[src/rtl/akic_pkg.sv]
`default_nettype none

package akic_pkg;

   localparam int ENTRIES_DEFAULT = 16;
   localparam int KEY_BYTES = 10;
   localparam int KEY_BYTES_MAX = 10;

   localparam int KEY_LOW_W = 64;
   localparam int KEY_HIGH_W = 16;
   localparam int INDEX_W = 16;
   localparam int TIME_W = 32;
   localparam int TIMEOUT_W = 31;

   localparam logic [TIMEOUT_W-1:0] TIMEOUT_RESET = TIMEOUT_W'(1000 * 60);
   localparam logic signed [INDEX_W-1:0] NO_INDEX = -16'sd1;

   localparam logic [1:0] ACT_ADD = 2'd0;
   localparam logic [1:0] ACT_LOOKUP = 2'd1;
   localparam logic [1:0] ACT_DELETE = 2'd2;
   localparam logic [1:0] ACT_SWEEP = 2'd3;

   typedef struct packed {
      logic [KEY_LOW_W-1:0] key_low;
      logic [KEY_HIGH_W-1:0] key_high;
      logic [INDEX_W-1:0] index;
      logic [TIME_W-1:0] last_use;
   } entry_type;

   typedef struct packed {
      logic hit;
      logic expired;
   } cmp_result_type;

endpackage

`default_nettype wire

[src/rtl/akic_ram.sv]
`default_nettype none

module akic_ram #(
   parameter int WIDTH = 8,
   parameter int DEPTH = 16
) (
   input  wire logic                     clock,
   input  wire logic                     wr_en,
   input  wire logic [$clog2(DEPTH)-1:0] wr_addr,
   input  wire logic [WIDTH-1:0]         wr_data,
   input  wire logic [$clog2(DEPTH)-1:0] rd_addr,
   output logic [WIDTH-1:0]              rd_data
);

   logic [WIDTH-1:0] mem [DEPTH];

   always_ff @(posedge clock) begin
      if (wr_en) begin
         mem[wr_addr] <= wr_data;
      end
      rd_data <= mem[rd_addr];
   end

endmodule

`default_nettype wire

[src/rtl/akic_key_norm.sv]
`default_nettype none

module akic_key_norm (
   input  wire logic [akic_pkg::KEY_LOW_W-1:0]  key_low,
   input  wire logic [akic_pkg::KEY_HIGH_W-1:0] key_high,
   output logic [akic_pkg::KEY_LOW_W-1:0]       norm_low,
   output logic [akic_pkg::KEY_HIGH_W-1:0]      norm_high
);

   localparam int RAW_W = akic_pkg::KEY_LOW_W + akic_pkg::KEY_HIGH_W;

   logic [RAW_W-1:0] raw;
   logic [RAW_W-1:0] res;

   assign raw = {key_high, key_low};

   // key ends at first zero byte
   always_comb begin
      logic live;
      live = 1'b1;
      res = '0;
      for (int b = 0; b < akic_pkg::KEY_BYTES_MAX; b++) begin
         live = live && (raw[8*b +: 8] != 8'd0) && (b < akic_pkg::KEY_BYTES);
         if (live) begin
            res[8*b +: 8] = raw[8*b +: 8];
         end
      end
   end

   assign norm_low = res[akic_pkg::KEY_LOW_W-1:0];
   assign norm_high = res[RAW_W-1:akic_pkg::KEY_LOW_W];

endmodule

`default_nettype wire

[src/rtl/akic_cmp_unit.sv]
`default_nettype none

module akic_cmp_unit (
   input  wire akic_pkg::entry_type                 entry,
   input  wire logic                                slot_valid,
   input  wire logic [akic_pkg::KEY_LOW_W-1:0]      key_low,
   input  wire logic [akic_pkg::KEY_HIGH_W-1:0]     key_high,
   input  wire logic [akic_pkg::TIME_W-1:0]         now_ms,
   input  wire logic [akic_pkg::TIMEOUT_W-1:0]      timeout_ms,
   output akic_pkg::cmp_result_type                 result
);

   logic [akic_pkg::TIME_W-1:0] age;

   // wrapping age
   assign age = now_ms - entry.last_use;

   assign result.hit = slot_valid && (entry.key_low == key_low)
                       && (entry.key_high == key_high);
   assign result.expired = slot_valid
                           && (age > {1'b0, timeout_ms});

endmodule

`default_nettype wire

[src/rtl/aging_key_index_cache.sv]
// Small key-to-index table with aging. An item is taken when start is high and busy is low;
// busy then stays high until the item is done. Every action first reads the entry RAM one
// slot per cycle through a single compare unit; lookup, add and delete end early on the
// first hit, a sweep always reads every slot. An add that misses, with a non-negative
// directory index, then steps through the valid bits one slot per cycle from the slot after
// the insert cursor, checking up to ENTRIES slots. Add and lookup give one result, shown for
// exactly one cycle with rsp_valid; the receiver cannot stall it. Delete and sweep give none.
// from_cache marks an index taken from a cached entry, which the caller may still have to
// check against its connection state. The timeout register is written with csr_wr_en; the
// user must change it only while busy is low, as the block itself does not enforce this.
// Valid bits clear at reset, so there is no clearing pass.

`default_nettype none

module aging_key_index_cache #(
   parameter int ENTRIES = akic_pkg::ENTRIES_DEFAULT
) (
   input  wire logic                                     clock,
   input  wire logic                                     reset,
   input  wire logic                                     start,
   output logic                                          busy,
   input  wire logic [1:0]                               req_action,
   input  wire logic [akic_pkg::KEY_LOW_W-1:0]           req_key_low,
   input  wire logic [akic_pkg::KEY_HIGH_W-1:0]          req_key_high,
   input  wire logic signed [akic_pkg::INDEX_W-1:0]      req_directory_index,
   input  wire logic [akic_pkg::TIME_W-1:0]              req_now_ms,
   output logic                                          rsp_valid,
   output logic signed [akic_pkg::INDEX_W-1:0]           rsp_result_index,
   output logic                                          rsp_from_cache,
   input  wire logic                                     csr_wr_en,
   input  wire logic [akic_pkg::TIMEOUT_W-1:0]           csr_wr_data
);

   localparam int IDX_W = $clog2(ENTRIES);
   localparam int CNT_W = $clog2(ENTRIES + 1);
   localparam logic [IDX_W-1:0] LAST_SLOT = IDX_W'(ENTRIES - 1);
   localparam logic [CNT_W-1:0] SCAN_END = CNT_W'(ENTRIES);

   localparam logic [1:0] ST_IDLE = 2'd0;
   localparam logic [1:0] ST_SCAN = 2'd1;
   localparam logic [1:0] ST_FREE = 2'd2;

   function automatic logic [IDX_W-1:0] next_slot(input logic [IDX_W-1:0] s);
      next_slot = (s == LAST_SLOT) ? '0 : s + IDX_W'(1);
   endfunction

   logic [1:0] state_ff, state_in;
   logic [1:0] action_ff, action_in;
   logic [akic_pkg::KEY_LOW_W-1:0] key_low_ff, key_low_in;
   logic [akic_pkg::KEY_HIGH_W-1:0] key_high_ff, key_high_in;
   logic signed [akic_pkg::INDEX_W-1:0] dir_ff, dir_in;
   logic [akic_pkg::TIME_W-1:0] now_ff, now_in;
   logic [CNT_W-1:0] issue_cnt_ff, issue_cnt_in;
   logic cmp_live_ff, cmp_live_in;
   logic [IDX_W-1:0] cmp_slot_ff, cmp_slot_in;
   logic [IDX_W-1:0] free_ptr_ff, free_ptr_in;
   logic [IDX_W-1:0] free_cnt_ff, free_cnt_in;
   logic [IDX_W-1:0] cursor_ff, cursor_in;
   logic [ENTRIES-1:0] valid_ff, valid_in;
   logic [akic_pkg::TIMEOUT_W-1:0] timeout_ff, timeout_in;
   logic rsp_valid_ff, rsp_valid_in;
   logic signed [akic_pkg::INDEX_W-1:0] rsp_index_ff, rsp_index_in;
   logic rsp_cache_ff, rsp_cache_in;

   logic [akic_pkg::KEY_LOW_W-1:0] norm_low;
   logic [akic_pkg::KEY_HIGH_W-1:0] norm_high;
   logic accept;

   logic ram_wr_en;
   logic [IDX_W-1:0] ram_wr_addr;
   akic_pkg::entry_type ram_wr_data;
   logic [IDX_W-1:0] ram_rd_addr;
   akic_pkg::entry_type ram_rd_data;
   akic_pkg::cmp_result_type cmp;

   assign accept = start && (state_ff == ST_IDLE);

   akic_key_norm u_key_norm (
      .key_low   (req_key_low),
      .key_high  (req_key_high),
      .norm_low  (norm_low),
      .norm_high (norm_high)
   );

   akic_ram #(
      .WIDTH ($bits(akic_pkg::entry_type)),
      .DEPTH (ENTRIES)
   ) u_entry_ram (
      .clock   (clock),
      .wr_en   (ram_wr_en),
      .wr_addr (ram_wr_addr),
      .wr_data (ram_wr_data),
      .rd_addr (ram_rd_addr),
      .rd_data (ram_rd_data)
   );

   akic_cmp_unit u_cmp_unit (
      .entry      (ram_rd_data),
      .slot_valid (valid_ff[cmp_slot_ff]),
      .key_low    (key_low_ff),
      .key_high   (key_high_ff),
      .now_ms     (now_ff),
      .timeout_ms (timeout_ff),
      .result     (cmp)
   );

   always_comb begin
      state_in = state_ff;
      action_in = action_ff;
      key_low_in = key_low_ff;
      key_high_in = key_high_ff;
      dir_in = dir_ff;
      now_in = now_ff;
      issue_cnt_in = issue_cnt_ff;
      cmp_live_in = 1'b0;
      cmp_slot_in = cmp_slot_ff;
      free_ptr_in = free_ptr_ff;
      free_cnt_in = free_cnt_ff;
      cursor_in = cursor_ff;
      valid_in = valid_ff;
      timeout_in = csr_wr_en ? csr_wr_data : timeout_ff;
      rsp_valid_in = 1'b0;
      rsp_index_in = rsp_index_ff;
      rsp_cache_in = rsp_cache_ff;
      ram_wr_en = 1'b0;
      ram_wr_addr = cmp_slot_ff;
      ram_wr_data = ram_rd_data;
      ram_rd_addr = issue_cnt_ff[IDX_W-1:0];

      case (state_ff)
         ST_IDLE: begin
            if (accept) begin
               state_in = ST_SCAN;
               action_in = req_action;
               key_low_in = norm_low;
               key_high_in = norm_high;
               dir_in = req_directory_index;
               now_in = req_now_ms;
               issue_cnt_in = '0;
            end
         end
         ST_SCAN: begin
            // read one slot, compare the one read last cycle
            if (issue_cnt_ff != SCAN_END) begin
               issue_cnt_in = issue_cnt_ff + CNT_W'(1);
               cmp_live_in = 1'b1;
               cmp_slot_in = issue_cnt_ff[IDX_W-1:0];
            end
            if (cmp_live_ff) begin
               case (action_ff)
                  akic_pkg::ACT_SWEEP: begin
                     if (cmp.expired) begin
                        valid_in[cmp_slot_ff] = 1'b0;
                     end
                     if (cmp_slot_ff == LAST_SLOT) begin
                        state_in = ST_IDLE;
                     end
                  end
                  akic_pkg::ACT_DELETE: begin
                     if (cmp.hit) begin
                        valid_in[cmp_slot_ff] = 1'b0;
                        state_in = ST_IDLE;
                     end else if (cmp_slot_ff == LAST_SLOT) begin
                        state_in = ST_IDLE;
                     end
                  end
                  default: begin
                     if (cmp.hit) begin
                        // refresh last use
                        ram_wr_en = 1'b1;
                        ram_wr_addr = cmp_slot_ff;
                        ram_wr_data = ram_rd_data;
                        ram_wr_data.last_use = now_ff;
                        rsp_valid_in = 1'b1;
                        rsp_index_in = ram_rd_data.index;
                        rsp_cache_in = 1'b1;
                        state_in = ST_IDLE;
                     end else if (cmp_slot_ff == LAST_SLOT) begin
                        if ((action_ff == akic_pkg::ACT_LOOKUP) || dir_ff[akic_pkg::INDEX_W-1]) begin
                           rsp_valid_in = 1'b1;
                           rsp_index_in = akic_pkg::NO_INDEX;
                           rsp_cache_in = 1'b0;
                           state_in = ST_IDLE;
                        end else begin
                           free_ptr_in = next_slot(cursor_ff);
                           free_cnt_in = '0;
                           state_in = ST_FREE;
                        end
                     end
                  end
               endcase
            end
         end
         ST_FREE: begin
            if (!valid_ff[free_ptr_ff]) begin
               ram_wr_en = 1'b1;
               ram_wr_addr = free_ptr_ff;
               ram_wr_data.key_low = key_low_ff;
               ram_wr_data.key_high = key_high_ff;
               ram_wr_data.index = dir_ff;
               ram_wr_data.last_use = now_ff;
               valid_in[free_ptr_ff] = 1'b1;
               cursor_in = next_slot(cursor_ff);
               rsp_valid_in = 1'b1;
               rsp_index_in = dir_ff;
               rsp_cache_in = 1'b0;
               state_in = ST_IDLE;
            end else if (free_cnt_ff == LAST_SLOT) begin
               // table full
               rsp_valid_in = 1'b1;
               rsp_index_in = dir_ff;
               rsp_cache_in = 1'b0;
               state_in = ST_IDLE;
            end else begin
               free_ptr_in = next_slot(free_ptr_ff);
               free_cnt_in = free_cnt_ff + IDX_W'(1);
            end
         end
         default: begin
            state_in = ST_IDLE;
         end
      endcase
   end

   always_ff @(posedge clock) begin
      if (reset) begin
         state_ff <= ST_IDLE;
         cmp_live_ff <= 1'b0;
         cursor_ff <= '0;
         valid_ff <= '0;
         timeout_ff <= akic_pkg::TIMEOUT_RESET;
         rsp_valid_ff <= 1'b0;
      end else begin
         state_ff <= state_in;
         cmp_live_ff <= cmp_live_in;
         cursor_ff <= cursor_in;
         valid_ff <= valid_in;
         timeout_ff <= timeout_in;
         rsp_valid_ff <= rsp_valid_in;
      end
      action_ff <= action_in;
      key_low_ff <= key_low_in;
      key_high_ff <= key_high_in;
      dir_ff <= dir_in;
      now_ff <= now_in;
      issue_cnt_ff <= issue_cnt_in;
      cmp_slot_ff <= cmp_slot_in;
      free_ptr_ff <= free_ptr_in;
      free_cnt_ff <= free_cnt_in;
      rsp_index_ff <= rsp_index_in;
      rsp_cache_ff <= rsp_cache_in;
   end

   assign busy = (state_ff != ST_IDLE);
   assign rsp_valid = rsp_valid_ff;
   assign rsp_result_index = rsp_index_ff;
   assign rsp_from_cache = rsp_cache_ff;

endmodule

`default_nettype wire

[config.mk]
export PLATFORM = sky130hd
export DESIGN_NAME = aging_key_index_cache
export DESIGN_NICKNAME = d
export VERILOG_FILES = /design/src/rtl/akic_pkg.sv /design/src/rtl/akic_ram.sv /design/src/rtl/akic_key_norm.sv /design/src/rtl/akic_cmp_unit.sv /design/src/rtl/aging_key_index_cache.sv
export SDC_FILE = /design/constraint.sdc
export NUM_CORES = 2
export LEC_CHECK = 0
export BUFFER_PORTS_ARGS = -buffer_cell sky130_fd_sc_hd__buf_2
export CAP_MARGIN = 20
export CORE_ASPECT_RATIO = 0.5
export CORE_MARGIN = 4
export CORE_UTILIZATION = 40
export CTS_CLUSTER_DIAMETER = 40
export DETAILED_ROUTE_END_ITERATION = 12
export SETUP_SLACK_MARGIN = 0.4
export SLEW_MARGIN = 15
export SYNTH_ARGS = -nofsm -noshare
export SYNTH_HDL_FRONTEND = slang
export SYNTH_HIERARCHICAL = 1
export SYNTH_SLANG_ARGS = --single-unit
[constraint.sdc]
create_clock -name clock -period 23.3 [get_ports clock]
set_input_delay 3.495 -clock clock [delete_from_list [all_inputs] [get_ports clock]]
set_output_delay 3.495 -clock clock [all_outputs]
set_load 0.05 [all_outputs]
==> flow_metrics.tcl <==
set metrics [dict create \
    outcome "complete, no violations" \
    dr.pass1.iters 6 \
    multiInputGateArea_sq_um 22200 \
    ff2ff_setup_slack_ps 15710 \
    port_buffers 183 \
    netSwitchingFraction_pct 32.1 \
    setup_viol 0 \
    fillers 19364 \
    ys_warn_count 6 \
    grt_max_degree 115 \
    synthesis.area_sq_um 93900 \
    vias_per_cell 5.87 \
    grt_pass1_wl_um 355000 \
    skew_ps 114 \
    clk_pin_slew_ps 60 \
    htree_levels 4 \
    dp_slack_ps 15660 \
    post-route-util_pct 45.3 \
    clock-root-buffer "clkbuf_16" \
    synth_top_area_share_pct 70.7 \
    rsz0062_at_grt "false" \
    switching_power_w 0.00426 \
    fp.dieW_um 693 \
    period_needed_ps 7590 \
    relSlewSlack_pct 25.1 \
    pwr-share-comb_pct 29.8 \
    syn-num-nets 5066 \
    wl_met2_um 114000 \
    worstSkewPairLatency_ps 880 \
    vias 49019 \
    synth_flop_cell "edfxtp_1" \
    synth_cell_types 84 \
    drt-total-wl_um 247000 \
    cts_buffers 222 \
    wl_met3_um 18000 \
    dpl.hpwl_um 142000 \
    p_int_w 0.00903 \
    die_h_um 351 \
    drv_cap 0 \
    arrival_ps 8060 \
    synth_commonest_cells "edfxtp_1, mux4_2, a22oi_1" \
    crit_type "reg -> reg" \
    overflow 0 \
    cts_tree "done" \
    antenna_found_initial 9 \
    fin_nets 5303 \
    wl_per_cell_um 29.5 \
    synth.most_common_cell "edfxtp_1" \
    ys_async_sr_fraction_pct 0 \
    grt_pass1_vias 49070 \
    ant_nets 0 \
    worstHoldPathType "reg -> reg" \
    holdWs_ps 475 \
    crit_required_ps 23770 \
    synth_edf_count 2212 \
    syn_avg_cell_area_sq_um 19.5 \
    yosys.area.top_type "edfxtp_1" \
    drt_first_iter_violations 5565 \
    drive_above_1_share_pct 22.7 \
    setup.worst_path.start_class "register" \
    drc 0 \
    hold_viol 0 \
    min_period_over_period_pct 32.6 \
    ff_latch_area_sq_um 70100 \
    rows 125 \
    critical_path.endpoint_type "register" \
    dieArea_sq_um 243000 \
    slew_viol_final 0 \
    tns_ps 0 \
    core-area_sq_um 233000 \
    synth.area.top_cells "edfxtp_1, mux4_2, dfxtp_1, a22oi_1, ha_1" \
    pwr-share-seq_pct 43.6 \
    fmax_mhz 132 \
    p_leak_nw 34.0 \
    cellPowerDensity_nw_per_um2 126 \
    gp_congestion 0.862 \
    clk_path_buf_depth 4 \
    met1_length_um 107000 \
    io_pins 184 \
    total_power_w 0.0133 \
    power_frac_clock_pct 26.6 \
    worst_pin_slew_ps 1120 \
    ctsHoldBuffers 0 \
    path_max_fanout 41 \
    syn_to_final_growth_pct 12.4 \
    routed.top_layer "met5" \
    start_util_pct 40.3 \
    fin_ws_ps 15710 \
    postCtsSetupBuffers 0 \
    synth-seq-cells 2395 \
    clock_sinks 2395 \
    max-vdd-ir-drop_v 0.000122 \
    cts_resized 0 \
    ys_seq_area_share_pct 74.6 \
    grt_usage_pct 20.0 \
    synthCells 4827 \
]
-- through the flow --
stage	cell area, sq um	instances
2_1_floorplan	93900	4827
3_3_place_gp	98400	7946
3_5_place_dp	98500	7949
4_1_cts	105000	8352
5_1_grt	106000	8354
6_report	106000	8356
-- worst max-delay path, stage by stage, from the launching register on --
cell,delay (ps)
edfxtp_1,550
mux4_2,400
mux4_2,420
o21ai_0,160
nor4_1,490
nand4_1,170
nor4_2,310
buf_4,270
inv_1,100
nor2_2,100
buf_4,360
nand3_1,120
nand3_1,210
nand3b_1,350
nor2_4,720
buf_4,740
buf_4,820
buf_4,850
-- power groups by stage --
stage	Combinational, W	Sequential [W]	Clock [W]
floorplan	0.00269	0.00580	0
global placement	0.00386	0.00587	0
detailed placement	0.00396	0.00588	0
CTS	0.00397	0.00579	0.00361
global route	0.00426	0.00581	0.00381
finish	0.00396	0.00579	0.00354
-- area by class of cell --
class / instances / share of cell area [%]
Inverter: 137 / 0.487
Clock buffer: 301 / 5.78
Multi-Input combinational cell: 2027 / 21.0
Clock inverter: 102 / 0.861
Antenna cell: 2 / 0.00474
Tap cell: 3111 / 3.69
Timing Repair Buffer: 281 / 1.76
Sequential cell: 2395 / 66.4
-- registers in the layout, summed over array words and instances, names as in the netlist --
register             count
action_ff                2
cmp_live_ff              1
cmp_slot_ff              4
cursor_ff                4
dir_ff                  16
free_cnt_ff              4
free_ptr_ff              4
issue_cnt_ff             5
key_high_ff             16
key_low_ff              64
now_ff                  32
rsp_from_cache           1
rsp_result_index        16
rsp_valid                1
state_ff                 2
timeout_ff              31
u_entry_ram/mem       2048
u_entry_ram/rd_data    128
valid_ff                16
-- metal layers --
layer,global-route usage (%),vias up
met2,31.0,2180
li1,-,20309
met5,0,-
met1,29.3,26166
met4,6.32,2
met3,2.75,362
-- worst paths after layout --
kind / to / cells after the start / start
worst max-delay path: u_entry_ram/mem[9][91] / 17 / cmp_slot_ff[0]
worst min-delay path: timeout_ff[6] / 2 / timeout_ff[6]
worst max register to register: u_entry_ram/mem[9][91] / 17 / cmp_slot_ff[0]
worst min register to register: timeout_ff[6] / 2 / timeout_ff[6]
-- cells in the final DEF (no fill, tap or decap), types with 22 or more instances in the layout --
cell type     n
a21boi_0     31
a21oi_1      55
a221o_1      32
a22o_1       99
a22oi_1     218
and2_1       26
buf_2       183
buf_4        82
clkbuf_1     55
clkbuf_16   225
clkinv_1     43
dfxtp_1     183
edfxtp_1   2212
ha_1         73
inv_1       136
mux2_2       67
mux2i_1      64
mux4_2      485
nand2_1     185
nand2b_1     28
nand3_1      78
nand4_1      22
nor2_1       66
nor2b_1      34
nor3_1       49
nor4_1       43
o21ai_0      47
o221ai_1     23
o22a_1       24
xnor2_1      40
xor2_1       48
-- cells by family after synthesis --
kind of cell | share of synthesized area [%]
flip-flops | 74.6
AO/OA/AOI/OAI | 5.33
multiplexers | 13.1
AND/OR/NAND/NOR | 3.15
buffers and inverters | 1.97
XOR/XNOR | 0.821
adder cells (fa/ha/maj) | 0.994
(Power assumes the default switching activity.)
